File: src/design/opha_pkg.sv
package opha_pkg;

    localparam int unsigned POOL_SIZE = 256;
    localparam int unsigned HANDLE_W  = 8;
    localparam int unsigned POOL_CAP  = (POOL_SIZE < (1 << HANDLE_W)) ? POOL_SIZE
                                                                     : (1 << HANDLE_W);
    localparam int unsigned PTR_W     = $clog2(POOL_SIZE);
    localparam int unsigned CNT_W     = $clog2(POOL_CAP + 1);

    typedef enum logic [1:0] {
        MODE_ALLOC   = 2'd0,
        MODE_TRY     = 2'd1,
        MODE_DEALLOC = 2'd2,
        MODE_NONE    = 2'd3
    } mode_t;

    typedef enum logic [1:0] {
        ST_OK            = 2'd0,
        ST_NONE_FREED    = 2'd1,
        ST_NOT_ALLOCATED = 2'd2,
        ST_EXHAUSTED     = 2'd3
    } status_t;

    typedef struct packed {
        logic load;
        logic exec;
    } cmd_t;

    typedef struct packed {
        logic out_stall;
    } stat_t;

endpackage

File: src/design/opha_ctrl.sv
module opha_ctrl (
    input  logic           clk,
    input  logic           rst_n,
    input  logic           in_valid,
    output logic           in_ready,
    input  opha_pkg::stat_t stat,
    output opha_pkg::cmd_t  cmd
);
    import opha_pkg::*;

    typedef enum logic [1:0] {
        S_IDLE = 2'b01,
        S_EXEC = 2'b10
    } state_t;

    state_t state_reg;
    state_t state_next;

    assign in_ready = (state_reg == S_IDLE);

    always_comb
    begin
        state_next = state_reg;
        cmd.load   = 1'b0;
        cmd.exec   = 1'b0;
        case (state_reg)
            S_IDLE:
            begin
                if (in_valid)
                begin
                    cmd.load   = 1'b1;
                    state_next = S_EXEC;
                end
            end
            S_EXEC:
            begin
                if (!stat.out_stall)
                begin
                    cmd.exec   = 1'b1;
                    state_next = S_IDLE;
                end
            end
            default:
            begin
                state_next = S_IDLE;
            end
        endcase
    end

    always_ff @(posedge clk or negedge rst_n)
    begin
        if (!rst_n)
        begin
            state_reg <= S_IDLE;
        end
        else
        begin
            state_reg <= state_next;
        end
    end

endmodule

File: src/design/opha_dp.sv
module opha_dp (
    input  logic                              clk,
    input  logic                              rst_n,
    input  opha_pkg::cmd_t                    cmd,
    output opha_pkg::stat_t                   stat,
    input  logic [1:0]                        mode,
    input  logic [opha_pkg::HANDLE_W-1:0]     handle,
    output logic                              out_valid,
    input  logic                              out_ready,
    output logic [opha_pkg::HANDLE_W-1:0]     result_handle,
    output logic [1:0]                        status
);
    import opha_pkg::*;

    logic [HANDLE_W-1:0] free_queue [POOL_SIZE];

    logic [1:0]          mode_reg;
    logic [HANDLE_W-1:0] handle_reg;
    logic [HANDLE_W-1:0] rd_data_reg;

    logic [PTR_W-1:0]    free_head_reg;
    logic [PTR_W-1:0]    free_head_next;
    logic [CNT_W-1:0]    free_count_reg;
    logic [CNT_W-1:0]    free_count_next;
    logic [CNT_W-1:0]    fresh_next_reg;
    logic [CNT_W-1:0]    fresh_next_next;
    logic [POOL_CAP-1:0] map_reg;
    logic [POOL_CAP-1:0] map_next;

    logic                out_valid_reg;
    logic                out_valid_next;
    logic [HANDLE_W-1:0] result_handle_reg;
    logic [HANDLE_W-1:0] grant;
    status_t             status_reg;
    status_t             result_status;

    logic                push_en;
    logic [PTR_W-1:0]    push_addr;

    assign stat.out_stall = out_valid_reg && !out_ready;
    assign out_valid      = out_valid_reg;
    assign result_handle  = result_handle_reg;
    assign status         = status_reg;

    always_comb
    begin
        free_head_next  = free_head_reg;
        free_count_next = free_count_reg;
        fresh_next_next = fresh_next_reg;
        map_next        = map_reg;
        grant           = '0;
        result_status   = ST_OK;
        push_en         = 1'b0;
        push_addr       = free_head_reg + free_count_reg[PTR_W-1:0];
        case (mode_reg)
            MODE_ALLOC, MODE_TRY:
            begin
                if (free_count_reg != '0)
                begin
                    grant           = rd_data_reg;
                    free_head_next  = free_head_reg + PTR_W'(1);
                    free_count_next = free_count_reg - CNT_W'(1);
                    map_next[rd_data_reg] = 1'b1;
                end
                else if (mode_reg == MODE_TRY)
                begin
                    result_status = ST_NONE_FREED;
                end
                else if (fresh_next_reg < CNT_W'(POOL_CAP))
                begin
                    grant           = fresh_next_reg[HANDLE_W-1:0];
                    fresh_next_next = fresh_next_reg + CNT_W'(1);
                    map_next[fresh_next_reg[HANDLE_W-1:0]] = 1'b1;
                end
                else
                begin
                    result_status = ST_EXHAUSTED;
                end
            end
            MODE_DEALLOC:
            begin
                if ((CNT_W'(handle_reg) >= CNT_W'(POOL_CAP)) || !map_reg[handle_reg])
                begin
                    result_status = ST_NOT_ALLOCATED;
                end
                else
                begin
                    map_next[handle_reg] = 1'b0;
                    if (free_count_reg < CNT_W'(POOL_CAP))
                    begin
                        push_en         = 1'b1;
                        free_count_next = free_count_reg + CNT_W'(1);
                    end
                end
            end
            default:
            begin
                result_status = ST_OK;
            end
        endcase
    end

    always_comb
    begin
        out_valid_next = out_valid_reg;
        if (cmd.exec)
        begin
            out_valid_next = 1'b1;
        end
        else if (out_ready)
        begin
            out_valid_next = 1'b0;
        end
    end

    always_ff @(posedge clk)
    begin
        if (cmd.load)
        begin
            mode_reg    <= mode;
            handle_reg  <= handle;
            rd_data_reg <= free_queue[free_head_reg];
        end
        if (cmd.exec && push_en)
        begin
            free_queue[push_addr] <= handle_reg;
        end
        if (cmd.exec)
        begin
            result_handle_reg <= grant;
            status_reg        <= result_status;
        end
    end

    always_ff @(posedge clk or negedge rst_n)
    begin
        if (!rst_n)
        begin
            free_head_reg  <= '0;
            free_count_reg <= '0;
            fresh_next_reg <= '0;
            map_reg        <= '0;
            out_valid_reg  <= 1'b0;
        end
        else
        begin
            out_valid_reg <= out_valid_next;
            if (cmd.exec)
            begin
                free_head_reg  <= free_head_next;
                free_count_reg <= free_count_next;
                fresh_next_reg <= fresh_next_next;
                map_reg        <= map_next;
            end
        end
    end

    a_exec_not_stalled: assert property (@(posedge clk) disable iff (!rst_n)
        cmd.exec |-> !(out_valid_reg && !out_ready))
        else $error("Result written while the output beat is stalled.");

    a_fresh_bound: assert property (@(posedge clk) disable iff (!rst_n)
        fresh_next_reg <= CNT_W'(POOL_CAP))
        else $error("Fresh handle counter beyond pool capacity.");

    a_free_le_issued: assert property (@(posedge clk) disable iff (!rst_n)
        free_count_reg <= fresh_next_reg)
        else $error("Free list holds more handles than were ever issued.");

    a_load_exec_excl: assert property (@(posedge clk) disable iff (!rst_n)
        cmd.load |=> !cmd.load)
        else $error("Two requests taken on consecutive cycles.");

endmodule

File: src/design/object_pool_handle_allocator.sv
// Channel  Direction  Handshake             Payload
// in       input      in_valid / in_ready   mode[1:0], handle[7:0]
// out      output     out_valid / out_ready result_handle[7:0], status[1:0]
//
// Each request is accepted in the idle state, which also reads the free-list head
// from the queue RAM; the exec state then updates the bitmap, pointers and queue.
// The result beat sits in an output register, so the next request is accepted
// while it waits; only the update cycle waits for the output to drain.
// Reset clears the pointers, the fresh counter and the allocated bitmap at once.
module object_pool_handle_allocator (
    input  logic                          clk,
    input  logic                          rst_n,
    input  logic                          in_valid,
    output logic                          in_ready,
    input  logic [1:0]                    mode,
    input  logic [opha_pkg::HANDLE_W-1:0] handle,
    output logic                          out_valid,
    input  logic                          out_ready,
    output logic [opha_pkg::HANDLE_W-1:0] result_handle,
    output logic [1:0]                    status
);
    import opha_pkg::*;

    cmd_t  cmd;
    stat_t stat;

    opha_ctrl u_ctrl (
        .clk      (clk),
        .rst_n    (rst_n),
        .in_valid (in_valid),
        .in_ready (in_ready),
        .stat     (stat),
        .cmd      (cmd)
    );

    opha_dp u_dp (
        .clk           (clk),
        .rst_n         (rst_n),
        .cmd           (cmd),
        .stat          (stat),
        .mode          (mode),
        .handle        (handle),
        .out_valid     (out_valid),
        .out_ready     (out_ready),
        .result_handle (result_handle),
        .status        (status)
    );

endmodule
File: config.mk
export PLATFORM = sky130hd
export DESIGN_NAME = object_pool_handle_allocator
export DESIGN_NICKNAME = d
export VERILOG_FILES = /design/src/design/opha_pkg.sv /design/src/design/opha_ctrl.sv /design/src/design/opha_dp.sv /design/src/design/object_pool_handle_allocator.sv
export SDC_FILE = /design/constraint.sdc
export NUM_CORES = 2
export LEC_CHECK = 0
export BUFFER_PORTS_ARGS = -buffer_cell sky130_fd_sc_hd__buf_2
export CORE_UTILIZATION = 56
export DETAILED_ROUTE_END_ITERATION = 12
export GPL_TIMING_DRIVEN = 0
export PLACE_DENSITY = 0.7
export SLEW_MARGIN = 20
export SYNTH_ARGS = -nofsm -noshare
export SYNTH_HDL_FRONTEND = slang
export SYNTH_HIERARCHICAL = 1
export SYNTH_SLANG_ARGS = --single-unit
File: constraint.sdc
create_clock -name clk -period 8.9 [get_ports clk]
set_clock_uncertainty 0.1 [all_clocks]
set_input_delay 1.335 -clock clk [delete_from_list [all_inputs] [get_ports clk]]
set_output_delay 1.335 -clock clk [all_outputs]
set_load 0.01 [all_outputs]
Word-level counts from Yosys, hierarchy flattened
Memory sizes are Yosys's and may differ from the RTL's. A register that Yosys moved wholly into a read port is not among the register bits.
Index checks and enable logic that the tools add are counted.
{ "classes": {"n_addsub": 5, "n_lt_le_gt_ge": 8, "eq_ne": 11, "n_mux": 39, "n_bitwise": 6, "n_reduce_logical": 16} }
{ "op_table": {"columns": ["cell", "n"], "rows": [
  ["256-bit two-way mux", 4],
  ["256-bit OR", 2],
  ["256-bit case mux with 2 select lines", 1],
  ["256-bit AND", 1],
  ["256-bit inverter", 1],
  ["8-bit by 9-bit less-than comparator with 1-bit output, second input constant", 3],
  ["9-bit two-way mux", 3],
  ["1-bit demux with 8-bit select", 3],
  ["8-bit by 1-bit greater-or-equal comparator with 1-bit output, second input constant", 3],
  ["8-bit two-way mux", 3],
  ["9-bit by 1-bit adder with 9-bit output, second input constant", 2],
  ["9-bit less-than comparator, second input constant", 2],
  ["9-bit case mux with 2 select lines", 1],
  ["1-bit two-way mux", 15],
  ["5-bit AND reduction", 3],
  ["2-bit two-way mux", 6],
  ["9-bit nonzero test", 1],
  ["9-bit by 1-bit subtractor with 9-bit output, second input constant", 1],
  ["8-bit by 1-bit adder with 8-bit output, second input constant", 1],
  ["8-bit adder", 1],
  ["1-bit binary-select mux with 8-bit select", 1],
  ["2-bit case mux with 2 select lines", 2],
  ["2-bit by 1-bit != test with 1-bit output, second input constant", 3],
  ["1-bit logical AND", 5],
  ["12 further kinds", 17]
]} }
{ "totals": {"reg_bits": 305, "ram_bits": 2048, "out_inout_bits": 12, "wordCells": 96, "mem_count": 1} }
{ "memory_table": {"columns": ["name", "words", "width", "read_ports", "rd_clocked_by_memory_dff", "wr", "line_no", "source"], "rows": [
  ["u_dp.free_queue", 256, 8, 1, 1, 1, "opha_dp.sv:15", "logic [HANDLE_W-1:0] free_queue [POOL_SIZE];"]
]} }

Longest topological paths before layout
{ "depth": {"depth_word": 9, "mapped_depth": 14, "depth_no_buf": 11} }

By module
Netlist, hierarchy kept.
{ "by_module_without_submodules": {"columns": ["module", "instances", "cells_each", "area_per_inst_um2", "seq_area_each_um2"], "rows": [
  ["opha_dp", 1, 5372, 98650.9, 69421.6],
  ["opha_ctrl", 1, 8, 91.3, 51.3]
]} }

Worst setup path before layout
Ideal clock, no wire load.
{ "synth_path": {"kind": "register to register", "start": "register u_dp.handle_reg[2]", "end": "memory u_dp.free_queue[201][0], enable pin", "arrival_time_ps": 6561, "required_time_ps": 8417, "path_slack_ps": 1856, "path_stages_with_launch": 14, "path_buffers": 5, "cell_sequence": "edfxtp_1 -> buf_2 -> buf_4 -> buf_2 -> mux4_1 -> nand3_1 -> o211ai_1 -> a41oi_1 -> o221ai_2 -> nand2_2 -> or4_1 -> buf_6 -> buf_6 -> nor3_1"} }
{ "synth_between": {"elab_chain_len": 7} }
{ "synth_lines": {"columns": ["item", "line_no", "source"], "rows": [
  ["start, declared", "opha_dp.sv:18", "logic [HANDLE_W-1:0] handle_reg;"],
  ["start signal, assigned", "opha_dp.sv:121", "handle_reg <= handle;"],
  ["1-bit binary-select mux with 8-bit select", "opha_dp.sv:82", "if ((CNT_W'(handle_reg) >= CNT_W'(POOL_CAP)) || !map_reg[handle_reg])"],
  ["1-bit two-way mux (not written as such)", "opha_dp.sv:82", null],
  ["1-bit two-way mux", "opha_dp.sv:82", null],
  ["1-bit two-way mux", "opha_dp.sv:55", "case (mode_reg)"],
  ["1-bit logical AND", "opha_dp.sv:124", "if (cmd.exec && push_en)"],
  ["1-bit two-way mux", "opha_dp.sv:124", null],
  ["1-bit two-way mux (not written as such)", "opha_dp.sv:126", "free_queue[push_addr] <= handle_reg;"],
  ["end, declared", "opha_dp.sv:15", null]
]} }
Every way passes these cells. The select of a mux whose other input is x is not followed.

Final worst setup path
{ "layout_path": {"start": "register u_dp.handle_reg[0]", "end": "memory u_dp.free_queue[30][2], enable pin"} }
Same word-level chain as after synthesis.

==> results.ini <==
[outcome]
outcome=complete, no violations

[worst_setup_path]
path_class=flip-flop to flip-flop
cp.depth=18
critPathSlowestCell=mux2i_1
r2r_slack_ns=1.50
worst_r2r_endpoint=u_dp/free_queue[30][2]
cp-end-kind=flip-flop
critical_path.max_fanout=21
cpPeakStageDelay_ns=0.91
startpoint_type=flip-flop
reg2regPathDepth=18
crit_path_cell_trace=buf_8 -> buf_8 -> buf_16 -> buf_8 -> buf_16 -> buf_8 -> buf_6 -> buf_8 -> mux4_2 -> mux2i_1 -> o22ai_1 -> o21ai_0 -> o2111ai_2 -> nand3_1 -> or3_1 -> buf_2 -> buf_2 -> nor2_1
r2r-start=u_dp/handle_reg[0]
crit_family=buffers and inverters
arrival_ns=7.83
crit_buf_inv=10
crit_required_ns=9.33
cpMostUsedCell=buf_8

[pwr]
seqPwrFrac=0.394
vdd_drop_max_mv=0.249
power.leakage_nw=35.6
power_frac_comb=0.295
p_switching_mw=10.3
switching_share=0.330
p_int_mw=20.9
power_mw=31.2
power_density_nw_per_um2=278
power_frac_clock=0.310

[placement]
dp.cells=7869
place_area_um2=105000
gp_congestion=1.05
portBuffers=25
hpwl_um=250000

[clock_tree]
cts_sinks=2361
cts_tree=built
cts.hold.buffers_added=0
clk_pin_slew_ns=0.06
clk_latency_ns=0.89
post_cts_resized=0
cts_buffers=229
cts_setup_buffers=0
htreeDepth=4
clockRootBuffer=clkbuf_16
cts_buffer_depth=3

[logic_synthesis]
synth_area_leaders=edfxtp_1 63%, mux4_2 17%, dfrtp_1 7.2%
yosysTopAreaCell=edfxtp_1
ys_seq_elements=2361
postSynthCellCount=5380
ys_types=64
seq_area_frac_synth=0.704
syn_area_um2=98700
synth_edf_count=2076
synth_nets=5415
ys.flop_type=edfxtp_1
avgSynthCellArea_um2=18.4
synth_top_area_share=0.631
async_flop_share=0.121
yosysWarnings=6

[timing]
hold_viol=0
worstMarginPinSlew_ns=1.33
relSlewSlack=0.110
fin_crit_ns=7.40
fmax_mhz=135
rsz0062_at_grt=no
finalSetupViolCount=0
drv_slew=0
post-route-period-util=0.831

[floorplanning]
fp.dieArea_um2=178000
die_w_um=422
rows=153
start_util=0.566
die_y_um=422
ios=26
fp.coreArea_um2=175000

[cells_and_area]
fin_cells=8300
largest_reg_flops=2048
fin_util=0.643
syn_to_final_growth_pct=13.6
final_area_um2=112000
drive_gt1_frac=0.264
layout_common_cells=2076 x edfxtp_1, 725 x mux4_2, 284 x dfrtp_1, 257 x nand2_1, 241 x clkbuf_1
final_common_cell=edfxtp_1
layout.nets=5810
fill_cells=12000

[routing]
first_pass_iters=7
drc=0
ant_nets=0
vias=61100
routed_wl_um=358000
post_drt_via_cell_ratio=7.36
avgRoutedWirePerCell_um=43.2
drtIter0Drc=10900

[grt]
antenna_found_initial=24
grt_pass1_wl_um=485000
grt_overflow_total=0
grt_pass1_vias=58100
grt_start_max_net_pins=90
groute.usage.overall=0.404

[min_path]
hold_path_class=input port to async pin

[run]
maxCapViolCount=0

metrics by stage:
step / hold WS, ns / setup TNS (ns) / setup slack (ns)
finish: 0.160 / 0 / 1.50
global route: 0.133 / 0 / 1.64
CTS: 0.111 / 0 / 1.90
detailed placement: 0.379 / 0 / 1.91
global placement: 0.376 / -9280.23 / -4.57
floorplan: 0.358 / 0 / 1.86
area by class of cell:
class                           instances  area [µm²]  area share
Clock inverter                        142        1350      0.0120
Buffer                                423        1970      0.0176
Clock buffer                          283        6090      0.0543
Tap cell                             2325        2910      0.0259
Antenna cell                            6        15.0    0.000134
Timing Repair Buffer                  164        2440      0.0218
Inverter                               10        37.5    0.000335
Multi-Input combinational cell       2586       27900       0.249
Sequential cell                      2361       69500       0.619
metal layers:
layer,up-vias,global-route usage,wire [µm]
met2,5010,0.558,153000
met3,922,0.164,55100
met4,20,0.190,19500
met5,-,0,135
li1,23000,-,-
met1,32100,0.563,131000
worst max-delay path by stage:
stage,from,to,slack (ns)
after floorplan,u_dp/handle_reg[2],u_dp/free_queue[201][0],1.86
after global placement,u_dp/handle_reg[2],u_dp/free_queue[81][6],-4.57
after detailed placement,u_dp/handle_reg[0],u_dp/free_queue[165][4],1.91
after CTS,u_dp/handle_reg[0],u_dp/free_queue[80][2],1.90
after global routing,u_dp/handle_reg[0],u_dp/free_queue[30][3],1.64
final,u_dp/handle_reg[0],u_dp/free_queue[30][2],1.50
Yosys cell counts (all sizes together) (24+ instances only):
cell,n
a211o,91
a21oi,106
a22o,93
buf,154
clkbuf,269
dfrtp,284
edfxtp,2076
mux2i,24
mux4,739
nand2,258
nand3,216
nor2,223
nor2b,32
nor3,141
o21ai,192
o22ai,202
o31ai,80
power by group through the flow:
stage          combinational [mW]  clock [mW]  sequential [mW]
2_1_floorplan                4.72           0             12.6
3_3_place_gp                 8.24           0             12.8
3_5_place_dp                 8.82           0             12.5
4_1_cts                      8.88        9.76             12.3
5_1_grt                      9.22        10.2             12.3
6_report                     9.22        9.68             12.3
cell families after synthesis:
| kind of cell | share of synthesized area |
|---|---|
| compound gates | 0.0548 |
| flops | 0.704 |
| fa+ha+maj | 0.00281 |
| simple gates | 0.0432 |
| buf+inv | 0.0192 |
| mux | 0.173 |
| xor+xnor | 0.00302 |
Power figures use the tool's default switching activity.
